[config.mk]
export PLATFORM = sky130hd
export DESIGN_NAME = round_robin_thread_scheduler_flat
export DESIGN_NICKNAME = d
export VERILOG_FILES = /design/src/design/rrts_pkg.sv /design/src/design/rrts_intf.sv /design/src/design/rrts_slot_ram.sv /design/src/design/rrts_order_ram.sv /design/src/design/round_robin_thread_scheduler.sv /design/src/flat_wrapper.sv
export VERILOG_INCLUDE_DIRS = /design/src /design/src/design
export SDC_FILE = /design/constraint.sdc
export NUM_CORES = 2
export LEC_CHECK = 0
export ABC_CLOCK_PERIOD_IN_PS = 7400
export CAP_MARGIN = 10
export CORE_ASPECT_RATIO = 2
export CORE_MARGIN = 2
export CORE_UTILIZATION = 60
export CTS_CLUSTER_DIAMETER = 120
export CTS_CLUSTER_SIZE = 8
export DETAILED_ROUTE_END_ITERATION = 16
export DONT_BUFFER_PORTS = 1
export HOLD_SLACK_MARGIN = 0.1
export PLACE_DENSITY = 0.85
export SYNTH_ARGS = -nofsm -noshare
export SYNTH_HDL_FRONTEND = slang
export SYNTH_SLANG_ARGS = --single-unit
export TNS_END_PERCENT = 20
[constraint.sdc]
create_clock -name clk -period 7.4 [get_ports clk]
set_input_delay 0.74 -clock clk [delete_from_list [all_inputs] [get_ports clk]]
set_output_delay 0.74 -clock clk [all_outputs]
set_load 0.01 [all_outputs]
[src/design/round_robin_thread_scheduler_macros.svh]
// Assertion macros for the round-robin thread scheduler.
// Expects clk and rst_n in the scope of use; no other dependencies.
`ifndef ROUND_ROBIN_THREAD_SCHEDULER_MACROS_SVH
`define ROUND_ROBIN_THREAD_SCHEDULER_MACROS_SVH

// same-cycle implication, gated by reset
`define RRTS_ASSERT_NOW(name, ante, cons, msg) \
    name: assert property (@(posedge clk) disable iff (!rst_n) (ante) |-> (cons)) \
        else $error(msg);

// next-cycle implication, gated by reset
`define RRTS_ASSERT_NEXT(name, ante, cons, msg) \
    name: assert property (@(posedge clk) disable iff (!rst_n) (ante) |=> (cons)) \
        else $error(msg);

`endif

[src/design/rrts_pkg.sv]
// Shared types and codes for the round-robin thread scheduler.
// No dependencies.
package rrts_pkg;

    typedef enum logic [2:0] {
        OP_TICK    = 3'd0,
        OP_YIELD   = 3'd1,
        OP_SLEEP   = 3'd2,
        OP_JOIN    = 3'd3,
        OP_FINISH  = 3'd4,
        OP_KILL    = 3'd5,
        OP_CREATE  = 3'd6,
        OP_RELEASE = 3'd7
    } op_t;

    typedef enum logic [2:0] {
        KIND_READY    = 3'd0,
        KIND_SLEEP    = 3'd1,
        KIND_JOIN     = 3'd2,
        KIND_FINISHED = 3'd3,
        KIND_EXITED   = 3'd4
    } kind_t;

    typedef enum logic [2:0] {
        ST_OK         = 3'd0,
        ST_NOT_FOUND  = 3'd1,
        ST_DENIED     = 3'd2,
        ST_FULL       = 3'd3,
        ST_NOT_EXITED = 3'd4
    } status_t;

endpackage

[src/design/rrts_intf.sv]
// Request and response channel interfaces of the thread scheduler.
// No dependencies.
interface rrts_req_if;
    logic        valid;
    logic        ready;
    logic [2:0]  operation;
    logic        preempt_blocked;
    logic [31:0] ticks;
    logic [3:0]  target_slot;
    logic [15:0] owner_uid;

    modport source (output valid, operation, preempt_blocked, ticks, target_slot,
                    owner_uid, input ready);
    modport sink (input valid, operation, preempt_blocked, ticks, target_slot,
                  owner_uid, output ready);
endinterface

interface rrts_rsp_if;
    logic       valid;
    logic       ready;
    logic [4:0] running_slot;
    logic       switched;
    logic       resume_code;
    logic [2:0] status;
    logic [3:0] new_slot;

    modport source (output valid, running_slot, switched, resume_code, status,
                    new_slot, input ready);
    modport sink (input valid, running_slot, switched, resume_code, status,
                  new_slot, output ready);
endinterface

[src/design/rrts_slot_ram.sv]
// Per-slot payload memory: sleep count, join target and owner uid.
// Synchronous, one read port, one write port with per-field enables.
module rrts_slot_ram #(
    parameter int SLOTS     = 16,
    parameter int TICK_BITS = 32
) (
    input  logic                     clk,
    input  logic [$clog2(SLOTS)-1:0] raddr,
    output logic [TICK_BITS-1:0]     rd_sleep,
    output logic [3:0]               rd_join,
    output logic [15:0]              rd_uid,
    input  logic [$clog2(SLOTS)-1:0] waddr,
    input  logic                     we_sleep,
    input  logic [TICK_BITS-1:0]     wr_sleep,
    input  logic                     we_join,
    input  logic [3:0]               wr_join,
    input  logic                     we_uid,
    input  logic [15:0]              wr_uid
);
    logic [TICK_BITS-1:0] sleep_mem [SLOTS];
    logic [3:0]           join_mem  [SLOTS];
    logic [15:0]          uid_mem   [SLOTS];

    always_ff @(posedge clk)
    begin
        if (we_sleep)
        begin
            sleep_mem[waddr] <= wr_sleep;
        end
        if (we_join)
        begin
            join_mem[waddr] <= wr_join;
        end
        if (we_uid)
        begin
            uid_mem[waddr] <= wr_uid;
        end
        rd_sleep <= sleep_mem[raddr];
        rd_join  <= join_mem[raddr];
        rd_uid   <= uid_mem[raddr];
    end
endmodule

[src/design/rrts_order_ram.sv]
// Round-robin order list memory, one slot number per position.
// Synchronous, one read port and one write port.
module rrts_order_ram #(
    parameter int SLOTS = 16
) (
    input  logic                     clk,
    input  logic [$clog2(SLOTS)-1:0] raddr,
    output logic [$clog2(SLOTS)-1:0] rdata,
    input  logic                     we,
    input  logic [$clog2(SLOTS)-1:0] waddr,
    input  logic [$clog2(SLOTS)-1:0] wdata
);
    logic [$clog2(SLOTS)-1:0] order_mem [SLOTS];

    always_ff @(posedge clk)
    begin
        if (we)
        begin
            order_mem[waddr] <= wdata;
        end
        rdata <= order_mem[raddr];
    end
endmodule

[src/design/round_robin_thread_scheduler.sv]
// Round-robin thread scheduler, top level. One request in flight: a new request is taken only
// once the previous one is in the response register. Create, release, blocked tick and failed
// checks answer directly; a kill of another slot reads both uids and checks permission; yield,
// sleep, join and finish search the order for the first ready slot and move the entries behind
// it forward, or fall back to idle with none ready; a tick first walks every order entry.
// Reset (async, rst_n low): all slots free, order empty, idle thread running.
module round_robin_thread_scheduler #(
    parameter int MAX_THREADS = 16,
    parameter int TICK_BITS   = 32
) (
    input  logic       clk,
    input  logic       rst_n,
    rrts_req_if.sink   req,
    rrts_rsp_if.source rsp
);
    import rrts_pkg::*;

    `include "round_robin_thread_scheduler_macros.svh"

    localparam int SW = $clog2(MAX_THREADS);
    localparam int CW = $clog2(MAX_THREADS + 1);
    localparam logic [CW-1:0] IDLE_SLOT = CW'(MAX_THREADS);

    typedef enum logic [3:0] {
        S_IDLE,
        S_WALK_RD,
        S_WALK_SLOT,
        S_WALK_UPD,
        S_PICK_RD,
        S_PICK_CHK,
        S_SHIFT_RD,
        S_SHIFT_WR,
        S_KILL_RD_T,
        S_KILL_RD_C,
        S_KILL_CHK,
        S_DONE
    } state_t;

    // control and per-slot status flops
    state_t         state_reg,   state_next;
    logic [CW-1:0]  cur_reg,     cur_next;
    logic [CW-1:0]  before_reg,  before_next;
    logic [CW-1:0]  cnt_reg,     cnt_next;     // order length
    logic [CW-1:0]  idx_reg,     idx_next;     // read position in the order
    logic [CW-1:0]  wr_reg,      wr_next;      // compaction position during a walk
    status_t        status_reg,  status_next;
    logic [3:0]     created_reg, created_next;
    logic [SW-1:0]  slot_reg,    slot_next;    // slot under work
    logic [15:0]    uid_t_reg,   uid_t_next;
    logic [TICK_BITS-1:0] dt_reg, dt_next;
    logic [3:0]     tgt_reg,     tgt_next;
    logic [MAX_THREADS-1:0] valid_reg, valid_next;
    logic [MAX_THREADS-1:0] kill_reg,  kill_next;
    logic [MAX_THREADS-1:0] wake_reg,  wake_next;
    kind_t          kind_reg  [MAX_THREADS];
    kind_t          kind_next [MAX_THREADS];

    // response register
    logic           out_valid_reg, out_valid_next;
    logic [4:0]     out_run_reg,   out_run_next;
    logic           out_sw_reg,    out_sw_next;
    logic           out_wake_reg,  out_wake_next;
    logic [2:0]     out_st_reg,    out_st_next;
    logic [3:0]     out_new_reg,   out_new_next;

    // memory ports
    logic [SW-1:0]        sr_raddr, sr_waddr;
    logic [TICK_BITS-1:0] sr_rd_sleep, sr_wr_sleep;
    logic [3:0]           sr_rd_join, sr_wr_join;
    logic [15:0]          sr_rd_uid;
    logic                 sr_we_sleep, sr_we_join, sr_we_uid;
    logic [SW-1:0]        or_raddr, or_rdata, or_waddr, or_wdata;
    logic                 or_we;

    rrts_slot_ram #(.SLOTS(MAX_THREADS), .TICK_BITS(TICK_BITS)) u_slot_ram (
        .clk      (clk),
        .raddr    (sr_raddr),
        .rd_sleep (sr_rd_sleep),
        .rd_join  (sr_rd_join),
        .rd_uid   (sr_rd_uid),
        .waddr    (sr_waddr),
        .we_sleep (sr_we_sleep),
        .wr_sleep (sr_wr_sleep),
        .we_join  (sr_we_join),
        .wr_join  (sr_wr_join),
        .we_uid   (sr_we_uid),
        .wr_uid   (req.owner_uid)
    );

    rrts_order_ram #(.SLOTS(MAX_THREADS)) u_order_ram (
        .clk   (clk),
        .raddr (or_raddr),
        .rdata (or_rdata),
        .we    (or_we),
        .waddr (or_waddr),
        .wdata (or_wdata)
    );

    // lowest free slot for create
    logic          free_found;
    logic [SW-1:0] free_slot;
    always_comb
    begin
        free_found = 1'b0;
        free_slot  = '0;
        for (int i = MAX_THREADS - 1; i >= 0; i--)
        begin
            if (!valid_reg[i])
            begin
                free_found = 1'b1;
                free_slot  = SW'(i);
            end
        end
    end

    // decodes of the running slot and of the request target
    logic          cur_live, tgt_live, tgt_is_cur;
    logic [SW-1:0] cur_idx, tgt_idx;
    assign cur_idx    = cur_reg[SW-1:0];
    assign cur_live   = (cur_reg != IDLE_SLOT) && valid_reg[cur_idx];
    assign tgt_idx    = SW'(req.target_slot);
    assign tgt_live   = (8'(req.target_slot) < 8'(MAX_THREADS)) && valid_reg[tgt_idx];
    assign tgt_is_cur = 8'(req.target_slot) == 8'(cur_reg);

    // walk decodes: join target of the slot under work
    logic          walk_tgt_live, walk_tgt_exited;
    logic [SW-1:0] walk_tgt_idx;
    assign walk_tgt_idx    = SW'(sr_rd_join);
    assign walk_tgt_live   = (8'(sr_rd_join) < 8'(MAX_THREADS)) && valid_reg[walk_tgt_idx];
    assign walk_tgt_exited = kind_reg[walk_tgt_idx] == KIND_EXITED;

    logic [15:0] my_uid;
    assign my_uid = cur_live ? sr_rd_uid : 16'd0;

    assign req.ready = (state_reg == S_IDLE);

    always_comb
    begin
        state_next     = state_reg;
        cur_next       = cur_reg;
        before_next    = before_reg;
        cnt_next       = cnt_reg;
        idx_next       = idx_reg;
        wr_next        = wr_reg;
        status_next    = status_reg;
        created_next   = created_reg;
        slot_next      = slot_reg;
        uid_t_next     = uid_t_reg;
        dt_next        = dt_reg;
        tgt_next       = tgt_reg;
        valid_next     = valid_reg;
        kill_next      = kill_reg;
        wake_next      = wake_reg;
        kind_next      = kind_reg;
        out_valid_next = out_valid_reg & ~rsp.ready;
        out_run_next   = out_run_reg;
        out_sw_next    = out_sw_reg;
        out_wake_next  = out_wake_reg;
        out_st_next    = out_st_reg;
        out_new_next   = out_new_reg;

        sr_raddr    = cur_idx;
        sr_waddr    = cur_idx;
        sr_we_sleep = 1'b0;
        sr_wr_sleep = TICK_BITS'(req.ticks);
        sr_we_join  = 1'b0;
        sr_wr_join  = req.target_slot;
        sr_we_uid   = 1'b0;
        or_raddr    = idx_reg[SW-1:0];
        or_we       = 1'b0;
        or_waddr    = idx_reg[SW-1:0];
        or_wdata    = slot_reg;

        unique case (state_reg)
            S_IDLE:
            begin
                if (req.valid)
                begin
                    before_next  = cur_reg;
                    status_next  = ST_OK;
                    created_next = 4'd0;
                    dt_next      = TICK_BITS'(req.ticks);
                    tgt_next     = req.target_slot;
                    idx_next     = '0;
                    wr_next      = '0;
                    state_next   = S_PICK_RD;
                    unique case (op_t'(req.operation))
                        OP_TICK:
                        begin
                            state_next = req.preempt_blocked ? S_DONE : S_WALK_RD;
                        end
                        OP_YIELD:
                        begin
                            state_next = S_PICK_RD;
                        end
                        OP_SLEEP:
                        begin
                            if (cur_live)
                            begin
                                sr_we_sleep        = 1'b1;
                                kind_next[cur_idx] = KIND_SLEEP;
                            end
                        end
                        OP_JOIN:
                        begin
                            if (!tgt_live || tgt_is_cur)
                            begin
                                status_next = ST_NOT_FOUND;
                                state_next  = S_DONE;
                            end
                            else if (cur_live)
                            begin
                                sr_we_join         = 1'b1;
                                kind_next[cur_idx] = KIND_JOIN;
                            end
                        end
                        OP_FINISH:
                        begin
                            if (cur_live)
                            begin
                                kind_next[cur_idx] = KIND_FINISHED;
                            end
                        end
                        OP_KILL:
                        begin
                            if (tgt_is_cur)
                            begin
                                if (cur_live)
                                begin
                                    kind_next[cur_idx] = KIND_FINISHED;
                                end
                            end
                            else if (!tgt_live)
                            begin
                                status_next = ST_NOT_FOUND;
                                state_next  = S_DONE;
                            end
                            else
                            begin
                                state_next = S_KILL_RD_T;
                            end
                        end
                        OP_CREATE:
                        begin
                            state_next = S_DONE;
                            if (free_found)
                            begin
                                valid_next[free_slot] = 1'b1;
                                kind_next[free_slot]  = KIND_READY;
                                kill_next[free_slot]  = 1'b0;
                                wake_next[free_slot]  = 1'b0;
                                sr_we_uid             = 1'b1;
                                sr_waddr              = free_slot;
                                created_next          = 4'(free_slot);
                                if (cnt_reg < IDLE_SLOT)
                                begin
                                    or_we    = 1'b1;
                                    or_waddr = cnt_reg[SW-1:0];
                                    or_wdata = free_slot;
                                    cnt_next = cnt_reg + 1'b1;
                                end
                            end
                            else
                            begin
                                status_next = ST_FULL;
                            end
                        end
                        OP_RELEASE:
                        begin
                            state_next = S_DONE;
                            if (!tgt_live)
                            begin
                                status_next = ST_NOT_FOUND;
                            end
                            else if (kind_reg[tgt_idx] != KIND_EXITED)
                            begin
                                status_next = ST_NOT_EXITED;
                            end
                            else
                            begin
                                valid_next[tgt_idx] = 1'b0;
                                kind_next[tgt_idx]  = KIND_READY;
                                kill_next[tgt_idx]  = 1'b0;
                                wake_next[tgt_idx]  = 1'b0;
                            end
                        end
                        default:
                        begin
                            state_next = S_DONE;
                        end
                    endcase
                end
            end

            // tick walk: read order entry, then slot payload, then update
            S_WALK_RD:
            begin
                if (idx_reg >= cnt_reg)
                begin
                    cnt_next   = wr_reg;
                    idx_next   = '0;
                    state_next = S_PICK_RD;
                end
                else
                begin
                    state_next = S_WALK_SLOT;
                end
            end

            S_WALK_SLOT:
            begin
                sr_raddr   = or_rdata;
                slot_next  = or_rdata;
                state_next = S_WALK_UPD;
            end

            S_WALK_UPD:
            begin
                sr_waddr    = slot_reg;
                sr_wr_sleep = sr_rd_sleep - dt_reg;
                idx_next    = idx_reg + 1'b1;
                state_next  = S_WALK_RD;
                if (kind_reg[slot_reg] == KIND_FINISHED)
                begin
                    kind_next[slot_reg] = KIND_EXITED;
                end
                else
                begin
                    or_we    = 1'b1;
                    or_waddr = wr_reg[SW-1:0];
                    or_wdata = slot_reg;
                    wr_next  = wr_reg + 1'b1;
                    if (kind_reg[slot_reg] == KIND_READY || kind_reg[slot_reg] == KIND_EXITED)
                    begin
                        // nothing to do
                    end
                    else if (kill_reg[slot_reg])
                    begin
                        kind_next[slot_reg] = KIND_READY;
                        wake_next[slot_reg] = 1'b1;
                    end
                    else if (kind_reg[slot_reg] == KIND_SLEEP)
                    begin
                        if (sr_rd_sleep <= dt_reg)
                        begin
                            kind_next[slot_reg] = KIND_READY;
                            wake_next[slot_reg] = 1'b0;
                        end
                        else
                        begin
                            sr_we_sleep = 1'b1;
                        end
                    end
                    else if (kind_reg[slot_reg] == KIND_JOIN)
                    begin
                        if (!walk_tgt_live || walk_tgt_exited)
                        begin
                            kind_next[slot_reg] = KIND_READY;
                            wake_next[slot_reg] = 1'b0;
                        end
                    end
                end
            end

            // pick: first ready slot in the order, then rotate it to the back
            S_PICK_RD:
            begin
                if (idx_reg >= cnt_reg)
                begin
                    cur_next   = IDLE_SLOT;
                    state_next = S_DONE;
                end
                else
                begin
                    state_next = S_PICK_CHK;
                end
            end

            S_PICK_CHK:
            begin
                if (kind_reg[or_rdata] == KIND_READY)
                begin
                    slot_next  = or_rdata;
                    cur_next   = CW'(or_rdata);
                    state_next = S_SHIFT_RD;
                end
                else
                begin
                    idx_next   = idx_reg + 1'b1;
                    state_next = S_PICK_RD;
                end
            end

            S_SHIFT_RD:
            begin
                if (idx_reg == cnt_reg - 1'b1)
                begin
                    or_we      = 1'b1;
                    or_wdata   = slot_reg;
                    state_next = S_DONE;
                end
                else
                begin
                    or_raddr   = SW'(idx_reg + 1'b1);
                    state_next = S_SHIFT_WR;
                end
            end

            S_SHIFT_WR:
            begin
                or_we      = 1'b1;
                or_wdata   = or_rdata;
                idx_next   = idx_reg + 1'b1;
                state_next = S_SHIFT_RD;
            end

            // kill of another slot: fetch both uids, then check permission
            S_KILL_RD_T:
            begin
                sr_raddr   = SW'(tgt_reg);
                state_next = S_KILL_RD_C;
            end

            S_KILL_RD_C:
            begin
                uid_t_next = sr_rd_uid;
                state_next = S_KILL_CHK;
            end

            S_KILL_CHK:
            begin
                if (my_uid != 16'd0 && my_uid != uid_t_reg)
                begin
                    status_next = ST_DENIED;
                end
                else
                begin
                    kill_next[SW'(tgt_reg)] = 1'b1;
                end
                state_next = S_DONE;
            end

            S_DONE:
            begin
                if (!out_valid_reg || rsp.ready)
                begin
                    out_valid_next = 1'b1;
                    out_run_next   = 5'(cur_reg);
                    out_sw_next    = cur_reg != before_reg;
                    out_wake_next  = cur_live & wake_reg[cur_idx];
                    out_st_next    = status_reg;
                    out_new_next   = created_reg;
                    state_next     = S_IDLE;
                end
            end

            default:
            begin
                state_next = S_IDLE;
            end
        endcase
    end

    always_ff @(posedge clk or negedge rst_n)
    begin
        if (!rst_n)
        begin
            state_reg     <= S_IDLE;
            cur_reg       <= IDLE_SLOT;
            cnt_reg       <= '0;
            valid_reg     <= '0;
            kill_reg      <= '0;
            wake_reg      <= '0;
            out_valid_reg <= 1'b0;
            for (int i = 0; i < MAX_THREADS; i++)
            begin
                kind_reg[i] <= KIND_READY;
            end
        end
        else
        begin
            state_reg     <= state_next;
            cur_reg       <= cur_next;
            cnt_reg       <= cnt_next;
            valid_reg     <= valid_next;
            kill_reg      <= kill_next;
            wake_reg      <= wake_next;
            out_valid_reg <= out_valid_next;
            kind_reg      <= kind_next;
        end
    end

    // payload registers, no reset
    always_ff @(posedge clk)
    begin
        before_reg  <= before_next;
        idx_reg     <= idx_next;
        wr_reg      <= wr_next;
        status_reg  <= status_next;
        created_reg <= created_next;
        slot_reg    <= slot_next;
        uid_t_reg   <= uid_t_next;
        dt_reg      <= dt_next;
        tgt_reg     <= tgt_next;
        out_run_reg <= out_run_next;
        out_sw_reg  <= out_sw_next;
        out_wake_reg <= out_wake_next;
        out_st_reg  <= out_st_next;
        out_new_reg <= out_new_next;
    end

    assign rsp.valid        = out_valid_reg;
    assign rsp.running_slot = out_run_reg;
    assign rsp.switched     = out_sw_reg;
    assign rsp.resume_code  = out_wake_reg;
    assign rsp.status       = out_st_reg;
    assign rsp.new_slot     = out_new_reg;

    // between requests the running slot is a live, ready thread or idle
    `RRTS_ASSERT_NOW(a_cur_ready, (state_reg == S_IDLE && cur_reg != IDLE_SLOT), (valid_reg[cur_idx] && kind_reg[cur_idx] == KIND_READY), "running slot not live and ready")
    // the order never outgrows the slot table
    `RRTS_ASSERT_NOW(a_cnt_bound, 1'b1, (cnt_reg <= IDLE_SLOT), "order length beyond table size")
    // one request at a time
    `RRTS_ASSERT_NEXT(a_one_item, (req.valid && req.ready), (!req.ready), "request taken while busy")
endmodule
[src/flat_wrapper.sv]
// flat-port wrapper written by rule: the top's interface ports become plain ports
module round_robin_thread_scheduler_flat import rrts_pkg::*;
#(
    parameter int MAX_THREADS = 16,
    parameter int TICK_BITS   = 32
)
  (clk, rst_n, req_valid, req_operation, req_preempt_blocked, req_ticks, req_target_slot, req_owner_uid, req_ready, rsp_valid, rsp_running_slot, rsp_switched, rsp_resume_code, rsp_status, rsp_new_slot, rsp_ready);
  rrts_req_if req_i ();
  rrts_rsp_if rsp_i ();
  input  logic clk;
  input  logic rst_n;
  input wire logic [$bits(req_i.valid)-1:0] req_valid;
  input wire logic [$bits(req_i.operation)-1:0] req_operation;
  input wire logic [$bits(req_i.preempt_blocked)-1:0] req_preempt_blocked;
  input wire logic [$bits(req_i.ticks)-1:0] req_ticks;
  input wire logic [$bits(req_i.target_slot)-1:0] req_target_slot;
  input wire logic [$bits(req_i.owner_uid)-1:0] req_owner_uid;
  output wire logic [$bits(req_i.ready)-1:0] req_ready;
  output wire logic [$bits(rsp_i.valid)-1:0] rsp_valid;
  output wire logic [$bits(rsp_i.running_slot)-1:0] rsp_running_slot;
  output wire logic [$bits(rsp_i.switched)-1:0] rsp_switched;
  output wire logic [$bits(rsp_i.resume_code)-1:0] rsp_resume_code;
  output wire logic [$bits(rsp_i.status)-1:0] rsp_status;
  output wire logic [$bits(rsp_i.new_slot)-1:0] rsp_new_slot;
  input wire logic [$bits(rsp_i.ready)-1:0] rsp_ready;
  assign req_i.valid = req_valid;
  assign req_i.operation = req_operation;
  assign req_i.preempt_blocked = req_preempt_blocked;
  assign req_i.ticks = req_ticks;
  assign req_i.target_slot = req_target_slot;
  assign req_i.owner_uid = req_owner_uid;
  assign req_ready = req_i.ready;
  assign rsp_valid = rsp_i.valid;
  assign rsp_running_slot = rsp_i.running_slot;
  assign rsp_switched = rsp_i.switched;
  assign rsp_resume_code = rsp_i.resume_code;
  assign rsp_status = rsp_i.status;
  assign rsp_new_slot = rsp_i.new_slot;
  assign rsp_i.ready = rsp_ready;
  round_robin_thread_scheduler #(.MAX_THREADS(MAX_THREADS), .TICK_BITS(TICK_BITS)) u_core (.clk(clk), .rst_n(rst_n), .req(req_i), .rsp(rsp_i));
endmodule
==> flow_summary.ini <==
[outcome]
status = finished clean

[synthesis]
synth.avg_cell_area_sq_um = 12.0
synth_compound_area_share_pct = 10.8
synthFlopType = edfxtp_1
ys_seq_area_share_pct = 66.4
ys_types = 89
synth_xor_area_share_pct = 1.14
synth_area_leaders = edfxtp_1, nand2_1, dfrtp_1, a311oi_1, nand3_1
synthAdderAreaFrac_pct = 1.05
async_flop_share_pct = 9.61
synthSimpleGateAreaFrac_pct = 15.5
synth_warnings = 0
synth_top_area_share_pct = 58.7
synth_top_family_by_area = simple AND/OR/NAND/NOR gates
synth_edf_count = 988
synth_area_sq_mm = 0.0505
synth_top_cell_by_area = edfxtp_1
syn-num-nets = 4323
synth_mux_area_share_pct = 2.53
synth-seq-cells = 1155
synthCells = 4221

[route]
drt-vias-per-instance = 6.95
ant_nets = 0
drtIter0Drc = 5320
vias = 37900
dr.pass1.iters = 7
routed_wirelength_um = 156000
wl_per_cell_um = 28.6
drc_errors = 0

[floorplan]
initial_core_util_pct = 60.5
rows = 150
die_w_um = 209
ios = 76
die_area_sq_mm = 0.0867
core_sq_mm = 0.0835
die_y_um = 414

[cts]
clock_sinks = 1155
clk_pin_slew_worst_paths_ns = 0.05
cts_buffers = 162
clockBufferDepth = 3
cts_setup_buffers = 0
cts_root_buf = clkbuf_16
cts_tree = done
clk_latency_ns = 0.76
h-tree-depth = 4

[timing]
finalCriticalPeriod_ns = 5.32
max_slew.worst_pin.slew_ns = 1.40
fin_crit_sh_pct = 71.9
skew_ns = 0.0562
fmax_mhz = 188
grt_setup_unrepaired = no
slew_headroom_pct = 6.84
hold_viol_final = 0
setup_violations = 0
slew_viol_final = 0
finalSetupTns_ns = 0

[min_path]
hold_class = input port to flip-flop
hold_depth = 2
min-delay-start = rsp_ready
holdPathEnd = u_core.rsp.valid

[layout]
top_register = u_core.u_slot_ram.sleep_mem
final_nets = 4369
largest_reg_flops = 512
instances_no_fill = 5454
drive_gt1_share_pct = 9.10
area_growth_pct = 13.3
reg.largest.list = u_core.u_slot_ram.sleep_mem: 512 flops, u_core.u_slot_ram.uid_mem: 256 flops

[global_route]
antenna_found_initial = 11
grt_pass1_wl_um = 231000
gr-total-overflow = 0
grt_pass1_vias = 38200
grt_max_degree = 138
gr-usage-all-layers_pct = 35.9

[critical_path]
cp-end-kind = flip-flop
rrSetupSlack_ns = 2.08
required_ns = 7.75
cp.arrival_ns = 5.67
r2r-start = u_core.state_reg[2]
start_kind = flip-flop
crit_type = flip-flop to flip-flop
crit_fanout = 32
worst_r2r_endpoint = u_core.u_slot_ram.sleep_mem[10][15]
rr_worst_depth = 9

[place]
io_buffer_count = 0
dp_hpwl_um = 93300
gp_congestion = 1.05
dp_cells = 5107

[power_and_ir_drop]
p_leak_nw = 20.3
power_density_mw_per_mm2 = 424
irDropWorstVdd_v = 0.000422

[run]
maxCapViolations = 0
==> Yosys cell counts, drive strengths merged (10+ instances only) <==
cell,instances
dfrtp,110
o211ai,17
and3,115
or3,13
o21ai,154
and2,15
o22ai,35
nand2,997
dfxtp,56
a22o,25
nor2b,24
clkbuf,205
nor2,167
ha,41
nand2b,26
a31oi,80
a22oi,14
o2bb2ai,17
nor4,24
mux4,39
a221oi,14
a211oi,19
nor3,48
nand4,18
edfxtp,988
or2,11
a21o,27
nor3b,11
xor2,22
a21oi,138
o31ai,15
xnor2,44
o22a,10
a311oi,159
buf,56
inv,76
nand3,261
mux2i,38
==> metrics by stage <==
step                utilization [%]  hold WS, ns  instance area (sq um)  worst slack (ns)  total power [mW]
finish                         68.5        0.277                  57200              2.08              24.3
global route                   68.5        0.282                  57200              1.99              25.1
CTS                            68.4        0.227                  57100              2.33              23.9
detailed placement             62.1        0.408                  51900              2.31              16.9
global placement               62.1        0.408                  51900              2.48              16.7
floorplan                         -        0.400                  50500              2.68              14.1
==> cells in the final DEF (no fill, tap or decap), drive strengths merged, types with 13 or more instances in the layout <==
master       netlist  layout
nand2            997     997
edfxtp           988     988
nand3            261     261
clkbuf           205     250
nor2             167     167
a311oi           159     159
o21ai            154     154
a21oi            138     138
and3             115     115
dfrtp            110     110
buf               56      89
a31oi             80      80
inv               76      79
dfxtp             56      56
dlygate4sd3        0      53
nor3              48      48
xnor2             44      44
ha                41      41
mux4              39      39
mux2i             38      38
o22ai             35      35
a21o              27      27
nand2b            26      26
diode              0      25
a22o              25      25
nor2b             24      24
nor4              24      24
xor2              22      22
a211oi            19      19
nand4             18      18
o2bb2ai           17      17
o211ai            17      17
o31ai             15      15
and2              15      15
a22oi             14      14
a221oi            14      14
or3               13      13
==> metal layers <==
metal	part of all wire [%]	vias to the layer above	wire, um	track usage (%)
met1	31	18200	48200	39.3
met4	8.3	10	13000	26.5
met2	49	3022	76300	59.1
met3	12	825	18500	10.5
li1	-	15800	-	-
met5	0.042	-	66	0
==> critical path, stage by stage (launching register included) <==
cell,delay [ns]
dfrtp_1,0.55
nor2_1,0.33
nand2_1,0.26
inv_1,0.29
nand2_1,0.28
nor2_1,0.51
nor2_1,0.21
a221oi_1,0.77
nand2_1,0.59
nor2_4,1.07
==> cell families after synthesis <==
group | Yosys count
and+or+nand+nor | 1759
DFF | 1155
AOI/OAI and AO/OA | 783
buffers and inverters | 337
muxes | 79
xor gates and xnor gates | 66
adders and majority gates | 42
==> repair_timing <==
item | in CTS | in global routing
hold endpoints to repair | 467 | 0
hold buffers | 54 | 0
gates resized for setup | 0 | 0
==> worst max-delay path by stage <==
stage,start,endpoint,slack (ns),cells after the start
CTS,u_core.state_reg[2],u_core.u_slot_ram.sleep_mem[2][18],2.33,9
global route,u_core.state_reg[2],u_core.u_slot_ram.sleep_mem[10][15],1.99,9
detailed placement,u_core.state_reg[2],u_core.u_slot_ram.sleep_mem[2][15],2.31,9
global placement,u_core.state_reg[2],u_core.u_slot_ram.sleep_mem[10][20],2.48,9
finish,u_core.state_reg[2],u_core.u_slot_ram.sleep_mem[10][15],2.08,9
floorplan,u_core.slot_reg[0],u_core.u_slot_ram.sleep_mem[1][0],2.68,9
==> area by class of cell <==
cell class,count,area (sq um)
Clock buffer,249,4440
Timing Repair Buffer,143,1330
Inverter,76,285
Clock inverter,13,235
Antenna cell,25,62.6
Multi-Input combinational cell,2729,16000
Fill cell,5197,26300
Sequential cell,1155,33600
Tap cell,1064,1330
==> power by group <==
part	switching [mW]	total, mW	leakage (nW)	internal, mW
Sequential	0.632	8.60	10.7	7.97
Combinational	6.14	8.83	7.35	2.69
Clock	2.77	6.87	2.23	4.10
No activity file was read; power rests on OpenSTA's default activity.
